<file path="config.mk">
export PLATFORM = sky130hd
export DESIGN_NAME = bm3_cfg
export DESIGN_NICKNAME = d
export VERILOG_FILES = /design/src/binary_morphology_3x3_top_assert.svh /design/src/bm3_pkg.sv /design/src/bm3_cfg.sv
export SDC_FILE = /design/constraint.sdc
export NUM_CORES = 1
export LEC_CHECK = 0
export BUFFER_PORTS_ARGS = -buffer_cell sky130_fd_sc_hd__buf_2
export CAP_MARGIN = 15
export CORE_ASPECT_RATIO = 0.6
export CORE_MARGIN = 5
export CORE_UTILIZATION = 47
export DETAILED_ROUTE_END_ITERATION = 7
export GPL_TIMING_DRIVEN = 0
export PLACE_DENSITY = 0.85
export SYNTH_ARGS = -nofsm -noshare
export SYNTH_HDL_FRONTEND = slang
export SYNTH_SLANG_ARGS = --single-unit
</file>
<file path="constraint.sdc">
create_clock -name clk -period 2.2 [get_ports clk]
set_clock_uncertainty 0.05 [all_clocks]
set_input_delay 0.22 -clock clk [delete_from_list [all_inputs] [get_ports clk]]
set_output_delay 0.22 -clock clk [all_outputs]
set_load 0.005 [all_outputs]
</file>
<file path="src/binary_morphology_3x3_top_assert.svh">
// Assertion macros for the RTL file that checks its own logic.
`ifndef BINARY_MORPHOLOGY_3X3_TOP_ASSERT_SVH
`define BINARY_MORPHOLOGY_3X3_TOP_ASSERT_SVH

// Check that cons holds in the same cycle as ante.
`define BM3_ASSERT_SAME(lbl, clk_s, rst_s, ante, cons) \
  lbl: assert property (@(posedge clk_s) disable iff (rst_s) (ante) |-> (cons)) \
    else $error("morphology check failed");

// Check that cons holds in the cycle after ante.
`define BM3_ASSERT_NEXT(lbl, clk_s, rst_s, ante, cons) \
  lbl: assert property (@(posedge clk_s) disable iff (rst_s) (ante) |=> (cons)) \
    else $error("morphology sequencing check failed");

`endif

</file>
<file path="src/bm3_pkg.sv">
package bm3_pkg;

  // Field widths
  localparam int PIX_W    = 8;
  localparam int COLS_W   = 12;
  localparam int ROW_W    = 13;
  localparam int APB_AW   = 5;
  localparam int APB_DW   = 32;

  // Geometry limits
  localparam int MAX_COLS_DEF = 2048;
  localparam int COLS_MIN     = 3;
  localparam int ROWS_MIN     = 3;
  localparam int ROWS_MAX     = 4096;

  // Pixel levels
  localparam logic [PIX_W-1:0] FG_LEVEL = 8'd255;
  localparam logic [PIX_W-1:0] BG_LEVEL = 8'd0;

  // Register reset values
  localparam logic              RST_BINARIZE  = 1'b1;
  localparam logic [PIX_W-1:0]  RST_THRESHOLD = 8'd100;
  localparam logic              RST_MODE      = 1'b0;
  localparam logic [COLS_W-1:0] RST_COLS      = 12'd640;
  localparam logic [ROW_W-1:0]  RST_ROWS      = 13'd480;

  // Register indexes (byte address / 4)
  localparam logic [2:0] REG_BINARIZE_ENABLE = 3'd0;
  localparam logic [2:0] REG_THRESHOLD_LEVEL = 3'd1;
  localparam logic [2:0] REG_MORPH_MODE      = 3'd2;
  localparam logic [2:0] REG_FRAME_COLS      = 3'd3;
  localparam logic [2:0] REG_FRAME_ROWS      = 3'd4;

  // Morphology operations
  localparam logic MODE_ERODE  = 1'b0;
  localparam logic MODE_DILATE = 1'b1;

  typedef struct packed {
    logic              binarize_enable;
    logic [PIX_W-1:0]  threshold_level;
    logic              morph_mode;
    logic [COLS_W-1:0] frame_cols;
    logic [ROW_W-1:0]  frame_rows;
  } cfg_t;

  // Per-item control handed from the scan stage to the window stage
  typedef struct packed {
    logic fg;          // foreground bit of the incoming pixel
    logic top_ok;      // row two lines up lies in the frame
    logic mid_ok;      // row one line up lies in the frame
    logic known;       // line entry was written since reset
    logic first_col;   // column zero of a line
    logic emit;        // item produces a result
    logic last_frame;  // result closes the frame
    logic frame_end;   // position and window return to zero
  } item_t;

endpackage

</file>
<file path="src/bm3_cfg.sv">
module bm3_cfg (
  input  logic                        clk,
  input  logic                        rst,
  input  logic                        psel,
  input  logic                        penable,
  input  logic                        pwrite,
  input  logic [bm3_pkg::APB_AW-1:0] paddr,
  input  logic [bm3_pkg::APB_DW-1:0] pwdata,
  output logic [bm3_pkg::APB_DW-1:0] prdata,
  output logic                        pready,
  output bm3_pkg::cfg_t               cfg
);
  import bm3_pkg::*;

  logic [2:0] reg_idx;
  logic       wr_stb;

  assign pready  = 1'b1;
  assign reg_idx = paddr[4:2];
  assign wr_stb  = psel && penable && pwrite;

  // Update the addressed register on the access phase
  always_ff @(posedge clk) begin
    if (rst) begin
      cfg.binarize_enable <= RST_BINARIZE;
      cfg.threshold_level <= RST_THRESHOLD;
      cfg.morph_mode      <= RST_MODE;
      cfg.frame_cols      <= RST_COLS;
      cfg.frame_rows      <= RST_ROWS;
    end else if (wr_stb) begin
      case (reg_idx)
        REG_BINARIZE_ENABLE: cfg.binarize_enable <= pwdata[0];
        REG_THRESHOLD_LEVEL: cfg.threshold_level <= pwdata[PIX_W-1:0];
        REG_MORPH_MODE:      cfg.morph_mode      <= pwdata[0];
        REG_FRAME_COLS:      cfg.frame_cols      <= pwdata[COLS_W-1:0];
        REG_FRAME_ROWS:      cfg.frame_rows      <= pwdata[ROW_W-1:0];
        default: ;
      endcase
    end
  end

  // Return the addressed register
  always_comb begin
    case (reg_idx)
      REG_BINARIZE_ENABLE: prdata = APB_DW'(cfg.binarize_enable);
      REG_THRESHOLD_LEVEL: prdata = APB_DW'(cfg.threshold_level);
      REG_MORPH_MODE:      prdata = APB_DW'(cfg.morph_mode);
      REG_FRAME_COLS:      prdata = APB_DW'(cfg.frame_cols);
      REG_FRAME_ROWS:      prdata = APB_DW'(cfg.frame_rows);
      default:             prdata = '0;
    endcase
  end
endmodule

</file>
==> metrics.txt <==
status complete, no violations; Synth Flop Type dfxtp_1; worst min path class in2reg; worst path required time 1.93 ns; total area of multi-input combinational cells 1060 um2; nets 343; RSZ-0062 raised after global routing no; Vias 1716; CP max stage cell buf_2; design area 2490 um2; Site Rows 18; r2r startpoint cfg[1]; Root Driver clkbuf_8; Cells after DPL 344; post-CTS setup buffers 0; VDD IR-drop max 0.336 mV; crit path kind in2out; CP endpoint kind primary output; post-route ant nets 0; FF+latch area 701 um2; dominant cell type by area after synthesis dfxtp_1; CTS-repair resized insts 0; initial core utilization 47.8%; Hold Fails Final Rpt 0; initial antenna violation count 0; fin crit share 74.0%; largest net degree at the start of global routing 12; total gr overflow 0; mapped cell area 1910 um2; total global-route track usage 18.5%; first-pass GRT wire length 7.71 mm; GPL Wtd Cong 0.786; Power Density 569 nW/um2; cells after synthesis 210; ordered list of cells on the worst path buf_2 > nand2b_1 > nor2_1 > buf_2 > o2bb2ai_1 > buf_2; Placed Area 2370 um2; Fillers 358; Startpoint Class input pin; Least-Margin Pin Slew 0.503 ns; H-Tree Depth 2; Non-Filler Instances 352; Final Critical Period 1.63 ns; CTS tree built; DIE AREA 5490 um2; number of remaining DRC errors 0; Die Wd 92.4 um; Ports 110; Ys Warns 0; top cells by area, synth dfxtp_1 (37%), mux2i_1 (18%), nand2b_1 (9.5%); Avg WL per Cell 14.6 um; Hold Startpoint pwdata[5]; crit-path most repeated cell buf_2; CTS Hold Bufs 0; TritonCTS Buffers 5; Lkg Pwr 1.21 nW; post-synthesis sequential area ratio 36.6%; Largest Register cfg; Worst slew margin 66.5%; fraction of registers with async set/reset 0%; r2r endpoint cfg[1]; max capacitance violation total 0; flops & latches, synth 35; Finish-stage setup viols 0; crit path max fanout 10; CP peak stage delay 0.29 ns; Die Y 59.4 um; Syn Area/Cell 9.12 um2; setup_tns 0 ns; max FFs per register 35; post-DP HPWL 3.92 mm; Post-synth EDFFs 0; final WL 5.15 mm; Synth-to-Final Area Change 30.2%; port bufs 66; max-slew violations 0; clock net sink count 35; synth unique cells 29; clk buf depth 2; post-synth top area share 36.6%; Top Registers cfg x35; vias in the first global route 1535; share of cells above drive strength 1 34.8%; Worst-Skew Late Latency 0.29 ns; initial DRC count 83; Worst Path Arrival 1.36 ns; DRT Pass-1 Iters 4; Ant. Diodes 0; Worst Hold End cfg[18]; R2R depth 3; register-to-register setup slack 1.41 ns; Core Area 4010 um2; Cells on Worst Hold Path 3; vias per cell 4.88; Util after Layout 62.2%; Clock transition at path regs 0.07 ns; fmax 614 MHz
## area by class of cell
class                   instances  share of cell area, %
multi-input cells             158                   42.4
flip-flops and latches         35                   28.1
clock buffers                   6                   3.31
repair buffers                 66                   13.3
clock inverters                 2                   1.41
plain buffers                  35                   8.99
well taps                      50                   2.51
## worst max-delay path by stage
stage                 endpoint     start  slack, ns
floorplan           prdata[10]  paddr[3]       0.91
CTS                  prdata[7]  paddr[3]       0.60
detailed placement   prdata[7]  paddr[3]       0.60
global route         prdata[7]  paddr[3]       0.46
global placement     prdata[7]  paddr[3]       0.57
finish               prdata[7]  paddr[3]       0.57
## synth_stat cells, types with 2 or more instances
master,instances
a21oi_1,2
a22o_1,4
buf_2,7
buf_4,20
clkbuf_1,6
conb_1,2
dfxtp_1,35
mux2i_1,35
nand2_1,2
nand2b_1,29
nand4b_1,3
nor2_1,19
nor2b_1,7
nor3_1,2
o21ai_0,17
o2bb2ai_1,7
## power by group
part           internal (mW)  switching (mW)  leakage (nW)
Combinational         0.0793          0.0879         0.862
Clock                  0.367           0.242        0.0612
Sequential             0.638         0.00355         0.283
Total                   1.08           0.333          1.21
## logic make-up (layout without fill, tap and decap cells)
kind of cell           Yosys count  count (layout)  share of synthesized area (%)
multiplexers                    35              35                           18.3
AND/OR/NAND/NOR                 71              71                           22.3
other                            2              20                          0.392
flip-flops                      35              35                           36.6
AO/OA/AOI/OAI                   32              32                           10.7
buffers and inverters           35             109                           11.7
## per-stage QoR
stage | setup slack, ns | total power [mW] | hold slack [ns]
detailed placement | 0.600 | 0.821 | 0.428
floorplan | 0.910 | 0.764 | 0.325
global placement | 0.572 | 0.819 | 0.425
global route | 0.458 | 1.46 | 0.166
finish | 0.572 | 1.42 | 0.144
CTS | 0.600 | 1.43 | 0.132
## metal layers
layer / GRT usage [%] / vias to the layer above / routed length (um)
met4: 6.34 / 0 / 34
met1: 25.8 / 788 / 2460
met2: 26.8 / 66 / 2170
met5: 0 / - / 0
li1: - / 858 / -
met3: 6.09 / 4 / 483
## layout by cell type (no fill, tap or decap), types with 2 or more instances in the layout
| cell | Yosys | final |
|---|---|---|
| a21oi_1 | 2 | 2 |
| a22o_1 | 4 | 4 |
| buf_2 | 7 | 73 |
| buf_4 | 20 | 20 |
| clkbuf_1 | 6 | 6 |
| clkbuf_8 | 0 | 6 |
| conb_1 | 2 | 20 |
| dfxtp_1 | 35 | 35 |
| mux2i_1 | 35 | 35 |
| nand2_1 | 2 | 2 |
| nand2b_1 | 29 | 29 |
| nand4b_1 | 3 | 3 |
| nor2_1 | 19 | 19 |
| nor2b_1 | 7 | 7 |
| nor3_1 | 2 | 2 |
| o21ai_0 | 17 | 17 |
| o2bb2ai_1 | 7 | 7 |
## worst max-delay path: cells and delay by family
family	cells	cell delay, ns
buf+inv	3	0.59
simple gates	2	0.38
compound gates	1	0.16
(Power assumes the default switching activity.)
