[config.mk]
export PLATFORM = sky130hd
export DESIGN_NAME = bm3_window_flat
export DESIGN_NICKNAME = d
export VERILOG_FILES = /design/src/binary_morphology_3x3_top_assert.svh /design/src/bm3_pkg.sv /design/src/bm3_res_if.sv /design/src/bm3_window.sv /design/src/flat_wrapper.sv
export SDC_FILE = /design/constraint.sdc
export NUM_CORES = 1
export LEC_CHECK = 0
export CAP_MARGIN = 30
export CORE_ASPECT_RATIO = 0.8
export CORE_MARGIN = 2
export CORE_UTILIZATION = 60
export DETAILED_ROUTE_END_ITERATION = 12
export DONT_BUFFER_PORTS = 1
export GPL_ROUTABILITY_DRIVEN = 0
export PLACE_DENSITY = 0.76
export SLEW_MARGIN = 20
export SYNTH_ARGS = -nofsm -noshare
export SYNTH_HDL_FRONTEND = slang
export SYNTH_SLANG_ARGS = --single-unit
[constraint.sdc]
create_clock -name clk -period 3.3 [get_ports clk]
set_input_delay 0.495 -clock clk [delete_from_list [all_inputs] [get_ports clk]]
set_output_delay 0.495 -clock clk [all_outputs]
set_load 0.03 [all_outputs]
[src/binary_morphology_3x3_top_assert.svh]
// Assertion macros for the RTL file that checks its own logic.
`ifndef BINARY_MORPHOLOGY_3X3_TOP_ASSERT_SVH
`define BINARY_MORPHOLOGY_3X3_TOP_ASSERT_SVH

// Check that cons holds in the same cycle as ante.
`define BM3_ASSERT_SAME(lbl, clk_s, rst_s, ante, cons) \
  lbl: assert property (@(posedge clk_s) disable iff (rst_s) (ante) |-> (cons)) \
    else $error("morphology check failed");

// Check that cons holds in the cycle after ante.
`define BM3_ASSERT_NEXT(lbl, clk_s, rst_s, ante, cons) \
  lbl: assert property (@(posedge clk_s) disable iff (rst_s) (ante) |=> (cons)) \
    else $error("morphology sequencing check failed");

`endif

[src/bm3_pkg.sv]
package bm3_pkg;

  // Field widths
  localparam int PIX_W    = 8;
  localparam int COLS_W   = 12;
  localparam int ROW_W    = 13;
  localparam int APB_AW   = 5;
  localparam int APB_DW   = 32;

  // Geometry limits
  localparam int MAX_COLS_DEF = 2048;
  localparam int COLS_MIN     = 3;
  localparam int ROWS_MIN     = 3;
  localparam int ROWS_MAX     = 4096;

  // Pixel levels
  localparam logic [PIX_W-1:0] FG_LEVEL = 8'd255;
  localparam logic [PIX_W-1:0] BG_LEVEL = 8'd0;

  // Register reset values
  localparam logic              RST_BINARIZE  = 1'b1;
  localparam logic [PIX_W-1:0]  RST_THRESHOLD = 8'd100;
  localparam logic              RST_MODE      = 1'b0;
  localparam logic [COLS_W-1:0] RST_COLS      = 12'd640;
  localparam logic [ROW_W-1:0]  RST_ROWS      = 13'd480;

  // Register indexes (byte address / 4)
  localparam logic [2:0] REG_BINARIZE_ENABLE = 3'd0;
  localparam logic [2:0] REG_THRESHOLD_LEVEL = 3'd1;
  localparam logic [2:0] REG_MORPH_MODE      = 3'd2;
  localparam logic [2:0] REG_FRAME_COLS      = 3'd3;
  localparam logic [2:0] REG_FRAME_ROWS      = 3'd4;

  // Morphology operations
  localparam logic MODE_ERODE  = 1'b0;
  localparam logic MODE_DILATE = 1'b1;

  typedef struct packed {
    logic              binarize_enable;
    logic [PIX_W-1:0]  threshold_level;
    logic              morph_mode;
    logic [COLS_W-1:0] frame_cols;
    logic [ROW_W-1:0]  frame_rows;
  } cfg_t;

  // Per-item control handed from the scan stage to the window stage
  typedef struct packed {
    logic fg;          // foreground bit of the incoming pixel
    logic top_ok;      // row two lines up lies in the frame
    logic mid_ok;      // row one line up lies in the frame
    logic known;       // line entry was written since reset
    logic first_col;   // column zero of a line
    logic emit;        // item produces a result
    logic last_frame;  // result closes the frame
    logic frame_end;   // position and window return to zero
  } item_t;

endpackage

[src/bm3_res_if.sv]
interface bm3_res_if;
  import bm3_pkg::*;

  logic             valid;
  logic             ready;
  logic [PIX_W-1:0] out_pixel;
  logic             end_of_line;
  logic             end_of_frame;

  modport source (output valid, output out_pixel, output end_of_line, output end_of_frame,
                  input ready);
  modport sink (input valid, input out_pixel, input end_of_line, input end_of_frame,
                output ready);
endinterface

[src/bm3_window.sv]
module bm3_window #(
  parameter int MAX_COLS = bm3_pkg::MAX_COLS_DEF,
  parameter int ADDR_W   = $clog2(MAX_COLS)
) (
  input  logic               clk,
  input  logic               rst,
  input  logic               morph_mode,
  input  logic               issue_valid,
  input  bm3_pkg::item_t     issue,
  input  logic [ADDR_W-1:0]  issue_addr,
  input  logic [1:0]         rd_data,
  output logic               take,
  output logic               wr_en,
  output logic [ADDR_W-1:0]  wr_addr,
  output logic [1:0]         wr_data,
  bm3_res_if.source          res_out
);
  import bm3_pkg::*;

  logic              s1_valid;
  item_t             s1;
  logic [ADDR_W-1:0] s1_addr;
  logic [2:0]        win_mid;
  logic [2:0]        win_new;
  logic [1:0]        entry;
  logic              top;
  logic              mid;
  logic [2:0]        newcol;
  logic [2:0]        right;
  logic              res;
  logic              out_free;
  logic              s1_adv;

  // Rebuild the column under the incoming pixel
  assign entry  = s1.known ? rd_data : 2'b00;
  assign top    = s1.top_ok && entry[1];
  assign mid    = s1.mid_ok && entry[0];
  assign newcol = {s1.fg, mid, top};
  assign right  = s1.first_col ? 3'b000 : newcol;

  // Apply the structuring element
  always_comb begin
    if (morph_mode == MODE_DILATE) begin
      res = |(win_mid | win_new | right);
    end else begin
      res = (win_new == 3'b111) && win_mid[1] && right[1];
    end
  end

  assign out_free = !res_out.valid || res_out.ready;
  assign s1_adv   = s1_valid && (!s1.emit || out_free);
  assign take     = !s1_valid || s1_adv;

  // Write the shifted column back to the line memory
  assign wr_en   = s1_adv;
  assign wr_addr = s1_addr;
  assign wr_data = {mid, s1.fg};

  // Hold or load the memory-read stage
  always_ff @(posedge clk) begin
    if (rst) begin
      s1_valid <= 1'b0;
    end else if (take) begin
      s1_valid <= issue_valid;
    end
  end

  always_ff @(posedge clk) begin
    if (take && issue_valid) begin
      s1      <= issue;
      s1_addr <= issue_addr;
    end
  end

  // Shift the window
  always_ff @(posedge clk) begin
    if (rst) begin
      win_mid <= '0;
      win_new <= '0;
    end else if (s1_adv) begin
      if (s1.frame_end) begin
        win_mid <= '0;
        win_new <= '0;
      end else begin
        win_mid <= s1.first_col ? 3'b000 : win_new;
        win_new <= newcol;
      end
    end
  end

  // Output register: load on a result, drop when taken
  always_ff @(posedge clk) begin
    if (rst) begin
      res_out.valid <= 1'b0;
    end else if (s1_adv && s1.emit) begin
      res_out.valid <= 1'b1;
    end else if (res_out.ready) begin
      res_out.valid <= 1'b0;
    end
  end

  always_ff @(posedge clk) begin
    if (s1_adv && s1.emit) begin
      res_out.out_pixel    <= res ? FG_LEVEL : BG_LEVEL;
      res_out.end_of_line  <= s1.first_col;
      res_out.end_of_frame <= s1.last_frame;
    end
  end
endmodule

[src/flat_wrapper.sv]
// flat-port wrapper written by rule: the top's interface ports become plain ports
module bm3_window_flat import bm3_pkg::*;
#(
  parameter int MAX_COLS = bm3_pkg::MAX_COLS_DEF,
  parameter int ADDR_W   = $clog2(MAX_COLS)
)
  (clk, rst, morph_mode, issue_valid, issue, issue_addr, rd_data, take, wr_en, wr_addr, wr_data, res_out_valid, res_out_out_pixel, res_out_end_of_line, res_out_end_of_frame, res_out_ready);
  bm3_res_if res_out_i ();
  input  logic clk;
  input  logic rst;
  input  logic morph_mode;
  input  logic issue_valid;
  input  bm3_pkg::item_t issue;
  input  logic [ADDR_W-1:0] issue_addr;
  input  logic [1:0] rd_data;
  output logic take;
  output logic wr_en;
  output logic [ADDR_W-1:0] wr_addr;
  output logic [1:0] wr_data;
  output wire logic [$bits(res_out_i.valid)-1:0] res_out_valid;
  output wire logic [$bits(res_out_i.out_pixel)-1:0] res_out_out_pixel;
  output wire logic [$bits(res_out_i.end_of_line)-1:0] res_out_end_of_line;
  output wire logic [$bits(res_out_i.end_of_frame)-1:0] res_out_end_of_frame;
  input wire logic [$bits(res_out_i.ready)-1:0] res_out_ready;
  assign res_out_valid = res_out_i.valid;
  assign res_out_out_pixel = res_out_i.out_pixel;
  assign res_out_end_of_line = res_out_i.end_of_line;
  assign res_out_end_of_frame = res_out_i.end_of_frame;
  assign res_out_i.ready = res_out_ready;
  bm3_window #(.MAX_COLS(MAX_COLS), .ADDR_W(ADDR_W)) u_core (.clk(clk), .rst(rst), .morph_mode(morph_mode), .issue_valid(issue_valid), .issue(issue), .issue_addr(issue_addr), .rd_data(rd_data), .take(take), .wr_en(wr_en), .wr_addr(wr_addr), .wr_data(wr_data), .res_out(res_out_i));
endmodule
==> results_dict.tcl <==
set metrics [dict create \
    yosys_warnings 0 \
    crit_arrival_ns 1.51 \
    hold_start "rst" \
    reg2reg_to "u_core.s1[5]$_DFFE_PP_" \
    root_buffer "clkbuf_4" \
    met1_usage_pct 20.1 \
    finalMaxSlewViolations 0 \
    path_clk_slew_ns 0.09 \
    die_w_um 52.9 \
    drcViolationCount 0 \
    cts_tree "done" \
    syn_avg_cell_area_um2 13.8 \
    end_kind "output pin" \
    ant_nets 0 \
    max_freq_ghz 0.498 \
    ff2ff_path_depth 3 \
    vias_per_cell 5.88 \
    leakage_nw 0.408 \
    grt_usage_pct 15.7 \
    grt_max_degree 20 \
    core_area_um2 1840 \
    clockBufferDepth 2 \
    vias 617 \
    grt_use_met3_pct 9.15 \
    met2_usage_pct 21.3 \
    antenna_found_initial 0 \
    status "finished clean" \
    seq_area_frac_synth_pct 71.6 \
    yosysUniqueCellTypes 24 \
    grt_pass1_vias 557 \
    min_period_ns 2.01 \
    grt-busiest-layer "met2" \
    hold_path.class "input port to flop" \
    drt-total-wl_mm 1.57 \
    start_util_pct 62.3 \
    fin_worst_skew_ns 0.0107 \
    fin_tns_setup_ns 0 \
    crit_type "flop to output pin" \
    gr-total-overflow 0 \
    r2r_slack_ns 1.49 \
    slew_headroom_pct 50.1 \
    dr.pass1.iters 4 \
    die_h_um 43.1 \
    crit_chain "and3b_1, nor2_1" \
    worst_ep_required_time_ns 2.80 \
    finalCoreUtilization_pct 64.8 \
    worst_slew_pin_slew_ns 0.749 \
    layout-area-overhead-vs-synth_pct 3.93 \
    irDropWorstVdd_mv 0.574 \
    num_io_pins 52 \
    hold_buffers 0 \
    cp_slowest_cell "nor2_1" \
    setup_viol 0 \
    syn_nets 109 \
    p_per_area_nw_per_um2 584 \
    hold_depth 1 \
    rows 14 \
    dp_hpwl_mm 1.18 \
    cts.sinks 30 \
    synth_area_um2 1150 \
    cp_slowest_stage_delay_ns 0.45 \
    clk_latency_ns 0.31 \
    timing.final.ws_setup_ns 1.29 \
    hold_end "u_core.res_out.valid$_SDFFE_PP0P_" \
    drtIter0Drc 11 \
    syn_inst 83 \
    die-area_um2 2280 \
    drive_above_1_share_pct 13.6 \
    place_ws_ns 1.44 \
    hold_viol 0 \
    antenna_cells 0 \
    post_cts.repair.setup_buffers 0 \
    cts_resized 0 \
    path_max_fanout 7 \
    num-nets-final 106 \
    synth-seq-cells 30 \
    drv_cap 0 \
    finalCritPeriodShare_pct 60.8 \
    critPathLaunchType "flop" \
    rr_startpoint "u_core.res_out.valid$_SDFFE_PP0P_" \
    portBuffers 0 \
    cts_max_level 2 \
    rsz0062_at_grt "false" \
    wl_per_cell_um 15.0 \
    cts_buffers 5 \
    grt_pass1_wl_mm 2.46 \
]
[per-layer routing]
metal	share of wire, %	up-vias	wire length, µm
li1	-	297	-
met1	42	278	659
met2	45	36	701
met3	11	6	176
met4	2.1	0	33
met5	0	-	0
[registers in the layout, summed over array words and instances (netlist names)]
| register | cells |
|---|---|
| u_core.wr_addr | 11 |
| u_core.s1 | 7 |
| u_core.win_mid | 3 |
| u_core.win_new | 3 |
| u_core.res_out.end_of_frame | 1 |
| u_core.res_out.end_of_line | 1 |
| u_core.res_out.out_pixel | 1 |
| u_core.res_out.valid | 1 |
| u_core.s1_valid | 1 |
| u_core.wr_data | 1 |
[worst max-delay path: cells and delay by family, from the launching register on]
kind	cells	cell delay, ns
and+or+nand+nor	2	0.76
DFF	1	0.44
[through the flow]
step	hold WS, ns	power, W	cells	cell area, µm²
4_1_cts	0.220	0.000705	105	1190
3_5_place_dp	0.405	0.000488	97	1130
2_1_floorplan	0.400	0.000487	83	1150
6_report	0.231	0.000696	105	1190
3_3_place_gp	0.404	0.000487	97	1130
5_1_grt	0.214	0.000721	105	1190
[worst max path at each step]
stage,startpoint,end,slack (ns),depth (start not counted)
2_1_floorplan,res_out_ready,u_core.s1[0]$_DFFE_PP_,1.59,3
3_3_place_gp,res_out_ready,u_core.wr_addr[1]$_DFFE_PP_,1.47,3
3_5_place_dp,res_out_ready,u_core.wr_addr[6]$_DFFE_PP_,1.44,3
4_1_cts,u_core.res_out.valid$_SDFFE_PP0P_,wr_en,1.28,2
5_1_grt,u_core.res_out.valid$_SDFFE_PP0P_,wr_en,1.23,2
6_report,u_core.res_out.valid$_SDFFE_PP0P_,wr_en,1.29,2
[area by class of cell]
type / instances / area (µm²)
Clock buffer: 6 / 51.3
Tap cell: 24 / 30.0
Sequential cell: 30 / 821
Timing Repair Buffer: 2 / 35.0
Clock inverter: 2 / 12.5
Fill cell: 144 / 648
Inverter: 2 / 7.51
Multi-Input combinational cell: 39 / 234
[placed cells by master, fill, tap and decap left out, drive strengths merged]
cell      count
nand3         1
inv           2
and4b         2
a221oi        1
nand4b        2
nand2         1
edfxtp       22
or3           1
dfxtp         8
clkinv        1
and2          1
buf           2
clkinvlp      1
nand3b        1
and3b         1
a21oi         8
a31oi         2
nand4         3
nand2b        1
nor2          4
nor4          1
and3          2
clkbuf        6
or2           1
o21ai         6
[synthesized netlist by cell type, drive strengths merged]
cell type / number / area share [%]
a21oi: 8 / 3.5
and3: 2 / 1.1
a31oi: 2 / 1.1
clkbuf: 1 / 0.33
dfxtp: 8 / 14
inv: 2 / 0.66
or2: 1 / 0.76
or3: 1 / 0.55
edfxtp: 22 / 58
nand3b: 1 / 0.66
and2: 1 / 0.55
nor4: 1 / 0.55
o21ai: 6 / 2.6
buf: 11 / 7.0
a221oi: 1 / 0.76
and4b: 2 / 1.7
nand3: 1 / 0.44
nand4b: 2 / 1.5
and3b: 1 / 0.76
nand2: 1 / 0.33
nand4: 3 / 1.6
nor2: 4 / 1.3
nand2b: 1 / 0.55
[logic make-up (layout without fill, tap and decap cells)]
| kind of cell | Yosys count | in the layout | share of synthesized area [%] |
|---|---|---|---|
| flops | 30 | 30 | 71.6 |
| compound gates | 17 | 17 | 7.97 |
| buf+inv | 14 | 12 | 7.97 |
| simple gates | 22 | 22 | 12.4 |
[report_power, final]
group	internal (W)	switching (W)	leakage (nW)
Combinational	0.00000801	0.0000195	0.0953
Clock	0.000102	0.000115	0.0343
Sequential	0.000424	0.0000279	0.279
Power figures use the tool's default switching activity.
