`src/binary_morphology_3x3_top_assert.svh`:
```
// Assertion macros for the RTL file that checks its own logic.
`ifndef BINARY_MORPHOLOGY_3X3_TOP_ASSERT_SVH
`define BINARY_MORPHOLOGY_3X3_TOP_ASSERT_SVH

// Check that cons holds in the same cycle as ante.
`define BM3_ASSERT_SAME(lbl, clk_s, rst_s, ante, cons) \
  lbl: assert property (@(posedge clk_s) disable iff (rst_s) (ante) |-> (cons)) \
    else $error("morphology check failed");

// Check that cons holds in the cycle after ante.
`define BM3_ASSERT_NEXT(lbl, clk_s, rst_s, ante, cons) \
  lbl: assert property (@(posedge clk_s) disable iff (rst_s) (ante) |=> (cons)) \
    else $error("morphology sequencing check failed");

`endif

```
`src/bm3_pkg.sv`:
```
package bm3_pkg;

  // Field widths
  localparam int PIX_W    = 8;
  localparam int COLS_W   = 12;
  localparam int ROW_W    = 13;
  localparam int APB_AW   = 5;
  localparam int APB_DW   = 32;

  // Geometry limits
  localparam int MAX_COLS_DEF = 2048;
  localparam int COLS_MIN     = 3;
  localparam int ROWS_MIN     = 3;
  localparam int ROWS_MAX     = 4096;

  // Pixel levels
  localparam logic [PIX_W-1:0] FG_LEVEL = 8'd255;
  localparam logic [PIX_W-1:0] BG_LEVEL = 8'd0;

  // Register reset values
  localparam logic              RST_BINARIZE  = 1'b1;
  localparam logic [PIX_W-1:0]  RST_THRESHOLD = 8'd100;
  localparam logic              RST_MODE      = 1'b0;
  localparam logic [COLS_W-1:0] RST_COLS      = 12'd640;
  localparam logic [ROW_W-1:0]  RST_ROWS      = 13'd480;

  // Register indexes (byte address / 4)
  localparam logic [2:0] REG_BINARIZE_ENABLE = 3'd0;
  localparam logic [2:0] REG_THRESHOLD_LEVEL = 3'd1;
  localparam logic [2:0] REG_MORPH_MODE      = 3'd2;
  localparam logic [2:0] REG_FRAME_COLS      = 3'd3;
  localparam logic [2:0] REG_FRAME_ROWS      = 3'd4;

  // Morphology operations
  localparam logic MODE_ERODE  = 1'b0;
  localparam logic MODE_DILATE = 1'b1;

  typedef struct packed {
    logic              binarize_enable;
    logic [PIX_W-1:0]  threshold_level;
    logic              morph_mode;
    logic [COLS_W-1:0] frame_cols;
    logic [ROW_W-1:0]  frame_rows;
  } cfg_t;

  // Per-item control handed from the scan stage to the window stage
  typedef struct packed {
    logic fg;          // foreground bit of the incoming pixel
    logic top_ok;      // row two lines up lies in the frame
    logic mid_ok;      // row one line up lies in the frame
    logic known;       // line entry was written since reset
    logic first_col;   // column zero of a line
    logic emit;        // item produces a result
    logic last_frame;  // result closes the frame
    logic frame_end;   // position and window return to zero
  } item_t;

endpackage

```
`src/bm3_pix_if.sv`:
```
interface bm3_pix_if;
  import bm3_pkg::*;

  logic             valid;
  logic             ready;
  logic [PIX_W-1:0] pixel;
  logic             flush;

  modport source (output valid, output pixel, output flush, input ready);
  modport sink (input valid, input pixel, input flush, output ready);
endinterface

```
`src/bm3_scan.sv`:
```
module bm3_scan #(
  parameter int MAX_COLS = bm3_pkg::MAX_COLS_DEF,
  parameter int ADDR_W   = $clog2(MAX_COLS)
) (
  input  logic               clk,
  input  logic               rst,
  input  bm3_pkg::cfg_t      cfg,
  bm3_pix_if.sink            pix_in,
  input  logic               take,
  output logic               issue_valid,
  output bm3_pkg::item_t     issue,
  output logic [ADDR_W-1:0]  rd_addr,
  output logic [ADDR_W:0]    fill,
  output logic               at_origin
);
  import bm3_pkg::*;

  localparam int CW = (ADDR_W + 1 > COLS_W) ? ADDR_W + 1 : COLS_W;

  logic [ADDR_W-1:0] col;
  logic [ROW_W-1:0]  row;
  logic [CW-1:0]     cols_raw;
  logic [CW-1:0]     cols_eff;
  logic [CW-1:0]     col_inc;
  logic [ROW_W-1:0]  rows_eff;
  logic [ROW_W-1:0]  rows_p1;
  logic [ROW_W-1:0]  rows_p2;
  logic              accept;
  logic              first_col;
  logic              in_frame;

  assign pix_in.ready = take;
  assign accept       = pix_in.valid && take;
  assign at_origin    = (row == '0) && (col == '0);
  assign first_col    = (col == '0);
  assign issue_valid  = accept && !(pix_in.flush && at_origin);
  assign rd_addr      = col;

  // Clamp the geometry
  always_comb begin
    cols_raw = CW'(cfg.frame_cols);
    if (cols_raw < CW'(COLS_MIN)) begin
      cols_eff = CW'(COLS_MIN);
    end else if (cols_raw > CW'(MAX_COLS)) begin
      cols_eff = CW'(MAX_COLS);
    end else begin
      cols_eff = cols_raw;
    end
    if (cfg.frame_rows < ROW_W'(ROWS_MIN)) begin
      rows_eff = ROW_W'(ROWS_MIN);
    end else if (cfg.frame_rows > ROW_W'(ROWS_MAX)) begin
      rows_eff = ROW_W'(ROWS_MAX);
    end else begin
      rows_eff = cfg.frame_rows;
    end
  end

  assign col_inc  = CW'(col) + CW'(1);
  assign rows_p1  = rows_eff + ROW_W'(1);
  assign rows_p2  = rows_eff + ROW_W'(2);
  assign in_frame = !pix_in.flush && (row < rows_eff);

  // Classify the item at the current position
  always_comb begin
    if (!in_frame) begin
      issue.fg = 1'b0;
    end else if (cfg.binarize_enable) begin
      issue.fg = (pix_in.pixel <= cfg.threshold_level);
    end else begin
      issue.fg = (pix_in.pixel == FG_LEVEL);
    end
    issue.top_ok     = (row >= ROW_W'(2));
    issue.mid_ok     = (row >= ROW_W'(1));
    issue.known      = ({1'b0, col} < fill);
    issue.first_col  = first_col;
    issue.emit       = first_col ? ((row >= ROW_W'(2)) && (row < rows_p2))
                                 : ((row >= ROW_W'(1)) && (row < rows_p1));
    issue.last_frame = first_col && (row == rows_p1);
    issue.frame_end  = first_col && (row >= rows_p1);
  end

  // Advance the raster position and the written-entry count
  always_ff @(posedge clk) begin
    if (rst) begin
      col  <= '0;
      row  <= '0;
      fill <= '0;
    end else if (issue_valid) begin
      if (!issue.known) begin
        fill <= {1'b0, col} + (ADDR_W+1)'(1);
      end
      if (issue.frame_end) begin
        col <= '0;
        row <= '0;
      end else if (col_inc >= cols_eff) begin
        col <= '0;
        row <= row + ROW_W'(1);
      end else begin
        col <= col_inc[ADDR_W-1:0];
      end
    end
  end
endmodule

```
`src/flat_wrapper.sv`:
```
// flat-port wrapper written by rule: the top's interface ports become plain ports
module bm3_scan_flat import bm3_pkg::*;
#(
  parameter int MAX_COLS = bm3_pkg::MAX_COLS_DEF,
  parameter int ADDR_W   = $clog2(MAX_COLS)
)
  (clk, rst, cfg, take, issue_valid, issue, rd_addr, fill, at_origin, pix_in_valid, pix_in_pixel, pix_in_flush, pix_in_ready);
  bm3_pix_if pix_in_i ();
  input  logic clk;
  input  logic rst;
  input  bm3_pkg::cfg_t cfg;
  input  logic take;
  output logic issue_valid;
  output bm3_pkg::item_t issue;
  output logic [ADDR_W-1:0] rd_addr;
  output logic [ADDR_W:0] fill;
  output logic at_origin;
  input wire logic [$bits(pix_in_i.valid)-1:0] pix_in_valid;
  input wire logic [$bits(pix_in_i.pixel)-1:0] pix_in_pixel;
  input wire logic [$bits(pix_in_i.flush)-1:0] pix_in_flush;
  output wire logic [$bits(pix_in_i.ready)-1:0] pix_in_ready;
  assign pix_in_i.valid = pix_in_valid;
  assign pix_in_i.pixel = pix_in_pixel;
  assign pix_in_i.flush = pix_in_flush;
  assign pix_in_ready = pix_in_i.ready;
  bm3_scan #(.MAX_COLS(MAX_COLS), .ADDR_W(ADDR_W)) u_core (.clk(clk), .rst(rst), .cfg(cfg), .pix_in(pix_in_i), .take(take), .issue_valid(issue_valid), .issue(issue), .rd_addr(rd_addr), .fill(fill), .at_origin(at_origin));
endmodule
```
`config.mk`:
```
export PLATFORM = sky130hd
export DESIGN_NAME = bm3_scan_flat
export DESIGN_NICKNAME = d
export VERILOG_FILES = /design/src/binary_morphology_3x3_top_assert.svh /design/src/bm3_pkg.sv /design/src/bm3_pix_if.sv /design/src/bm3_scan.sv /design/src/flat_wrapper.sv
export SDC_FILE = /design/constraint.sdc
export NUM_CORES = 1
export LEC_CHECK = 0
export BUFFER_PORTS_ARGS = -buffer_cell sky130_fd_sc_hd__buf_2
export CELL_PAD_IN_SITES_DETAIL_PLACEMENT = 0
export CELL_PAD_IN_SITES_GLOBAL_PLACEMENT = 1
export CORE_MARGIN = 3
export CORE_UTILIZATION = 44
export CTS_CLUSTER_DIAMETER = 40
export CTS_CLUSTER_SIZE = 16
export DETAILED_ROUTE_END_ITERATION = 10
export GPL_TIMING_DRIVEN = 0
export PLACE_DENSITY_LB_ADDON = 0.1
export SLEW_MARGIN = 20
export SYNTH_ARGS = -nofsm -noshare
export SYNTH_HDL_FRONTEND = slang
export SYNTH_SLANG_ARGS = --single-unit
```
`constraint.sdc`:
```
create_clock -name clk -period 7.2 [get_ports clk]
set_input_delay 0.72 -clock clk [delete_from_list [all_inputs] [get_ports clk]]
set_output_delay 0.72 -clock clk [all_outputs]
set_load 0.005 [all_outputs]
```
==> impl_metrics.json <==
{
  "max_freq_mhz": 167.8,
  "synth-xor-area-share": 0.05904,
  "ant_nets": 0,
  "io_pins": 82,
  "io_buffers": 79,
  "layout_setup_ws_ns": 1.242,
  "route.detailed.drc": 0,
  "dp_hpwl_um": 9122,
  "dp.cells": 697,
  "synth-seq-cells": 36,
  "die_w_um": 101.4,
  "slew_headroom": 0.3555,
  "drive_above_1_share": 0.1843,
  "htree_levels": 2,
  "cts_setup_buffers": 0,
  "wl_per_cell_um": 15.92,
  "finalCritPeriodShare": 0.8275,
  "synth_edf_count": 0,
  "postSynthAreaPerCell_um2": 7.853,
  "start_kind": "primary input",
  "antenna_found_initial": 0,
  "grt_pass1_wl_um": 18730,
  "ys_seq_area_frac": 0.1799,
  "groute.layer.met2.usage": 0.3395,
  "nNetsFinal": 720,
  "setup_tns_ns": 0,
  "outcome": "finished clean",
  "final_common_cell": "buf_2",
  "syn-num-nets": 634,
  "hold_viol": 0,
  "gr-usage-met1": 0.3437,
  "synth_top_family_by_area": "simple AND/OR/NAND/NOR gates",
  "tritoncts": "yes",
  "min_period_ns": 5.958,
  "grt-busiest-layer": "met1",
  "post_cts_resized": 0,
  "worstPathArrival_ns": 5.24,
  "globalRouteMet3Util": 0.03099,
  "grt_pass1_vias": 3821,
  "min_path_type": "flip-flop to flip-flop",
  "ys_types": 54,
  "overflow": 0,
  "maxCapViolCount": 0,
  "yosys_warnings": 0,
  "most-common-layout-cells": "buf_2 (84), ha_1 (76), inv_1 (41), nor2_1 (41), nand2_1 (40)",
  "ir_drop_uv": 76.86,
  "initial_core_util": 0.4570,
  "firstDrtPassIters": 5,
  "p_per_area_nw_per_um2": 105.9,
  "coreArea_um2": 8763,
  "diodes": 0,
  "tightest_slew_ns": 0.9593,
  "p_leak_nw": 2.230,
  "drtIter0Drc": 228,
  "crit_path_end_kind": "output port",
  "path_clk_slew_ns": 0.07,
  "dieArea_um2": 10280,
  "clk-insertion-delay-late_ns": 0.29,
  "synth-simple-area-share": 0.2515,
  "vias": 3989,
  "synthToLayoutAreaGrowth_pct": 15.93,
  "finalWirelength_um": 11220,
  "setup_viol": 0,
  "holdBufCountCts": 0,
  "synth_cells": 510,
  "synth_compound_area_frac": 0.1824,
  "ys.flop_type": "dfxtp_1",
  "cts_max_path_buffers": 2,
  "place.gp.congestion": 0.8621,
  "numCtsBuffers": 5,
  "maxSlewViolCount": 0,
  "pre_cts_ws_ns": 1.295,
  "cp_max_fo": 10,
  "grt_max_degree": 12,
  "synth_adder_area_share": 0.2374,
  "grtUsageTotal": 0.2253,
  "syn_area_um2": 4005,
  "final_cells": 705,
  "vias_per_cell": 5.658,
  "die_h_um": 101.4,
  "cts_root_buf": "clkbuf_8",
  "critPathKind": "primary input to output port",
  "synthMuxAreaShare": 0.02999,
  "rsz0062_at_grt": "no",
  "clock_sinks": 36,
  "cp.required_ns": 6.48,
  "rows": 34,
  "skew_ns": 0.004381,
  "synthArstFlopShare": 0
}
==> stage by stage <==
step / cell area [µm²] / hold slack (ns) / util / power, mW
5_1_grt: 4643 / 0.5619 / 0.5298 / 0.5199
4_1_cts: 4643 / 0.5105 / 0.5298 / 0.4929
3_3_place_gp: 4536 / 0.4879 / 0.5176 / 0.3131
2_1_floorplan: 4005 / 0.4838 / - / 0.2743
3_5_place_dp: 4536 / 0.4926 / 0.5176 / 0.3150
6_report: 4643 / 0.5088 / 0.5298 / 0.4916
==> synth_stat cells (3+ instances only) <==
master     instances  area (µm²)
nor2b_1           13       81.33
and3_1            11       68.82
o21ai_0           23       115.1
nand2b_1           5       31.28
nand4_1           13       81.33
or2_2              3       18.77
mux2i_1           12       120.1
buf_4              3       22.52
or3_1              5       31.28
nor4_1             7       43.79
or4_1              5       37.54
dfxtp_1           36       720.7
a211oi_1           3       22.52
o311ai_0           4       35.03
a21o_1            12       90.09
xnor2_1           17       148.9
o31ai_1            9       67.56
nand2_1           40       150.1
nand3_1           26       130.1
buf_2              5       25.02
a22oi_1            5       37.54
nor3_1            11       55.05
xor2_1            10       87.58
inv_1             41       153.9
o21a_1             4       30.03
nor2_1            41       153.9
clkbuf_1           7       26.28
a21oi_1           25       125.1
ha_1              76       950.9
a2111oi_0          3       26.28
==> layer usage <==
| layer | vias up | part of all wire |
|---|---|---|
| li1 | 2032 | - |
| met1 | 1817 | 0.51 |
| met2 | 128 | 0.42 |
| met3 | 12 | 0.066 |
| met4 | 0 | 0.0085 |
| met5 | - | 0 |
==> power breakdown <==
part / internal [mW] / switching [mW]
logic: 0.0468 / 0.0630
registers: 0.200 / 0.00146
clock network: 0.103 / 0.0775
==> flip-flops by register name, summed over array words and instances (netlist names) <==
name            flops
u_core.row         13
u_core.fill        12
u_core.rd_addr     11
==> area by class of cell <==
cell class / instances / area [µm²]
repair buffers: 79 / 395.4
clock buffers: 6 / 72.57
flip-flops and latches: 36 / 720.7
multi-input cells: 417 / 3045
well taps: 108 / 135.1
clock inverters: 2 / 35.03
plain buffers: 16 / 85.08
inverters: 41 / 153.9
fillers: 888 / 4120
==> logic make-up (layout without fill, tap and decap cells) <==
logic type                 after synthesis  in the layout
and+or+nand+nor                        194            194
AOI/OAI and AO/OA                      108            108
adders and majority gates               76             76
buffers and inverters                   57            144
DFF                                     36             36
xor gates and xnor gates                27             27
muxes                                   12             12
==> worst max-delay path, stage by stage <==
cell     delay (ns)
buf_2          0.14
or4_1          0.52
nor4_2         0.30
o21ai_0        0.23
inv_1          0.17
ha_1           0.29
nand3_1        0.18
nor2_1         0.17
and3_1         0.22
nand3_1        0.10
xnor2_1        0.15
ha_1           0.31
and4_1         0.23
nand2_1        0.14
a31o_2         0.25
a21oi_1        0.60
buf_2          0.36
buf_2          0.15
==> worst paths after layout <==
check                                 startpoint                            to  slack, ns  cells after the start
setup / recovery                          cfg[6]                      issue[0]       1.24                     18
hold / removal      u_core.fill[11]$_SDFFE_PP0P_  u_core.fill[11]$_SDFFE_PP0P_       0.51                      2
setup reg to reg  u_core.rd_addr[0]$_SDFFE_PP0P_    u_core.row[7]$_SDFFE_PP0P_       3.09                     14
hold reg to reg     u_core.fill[11]$_SDFFE_PP0P_  u_core.fill[11]$_SDFFE_PP0P_       0.51                      2
Note: power is estimated with default switching activity, not from simulation.
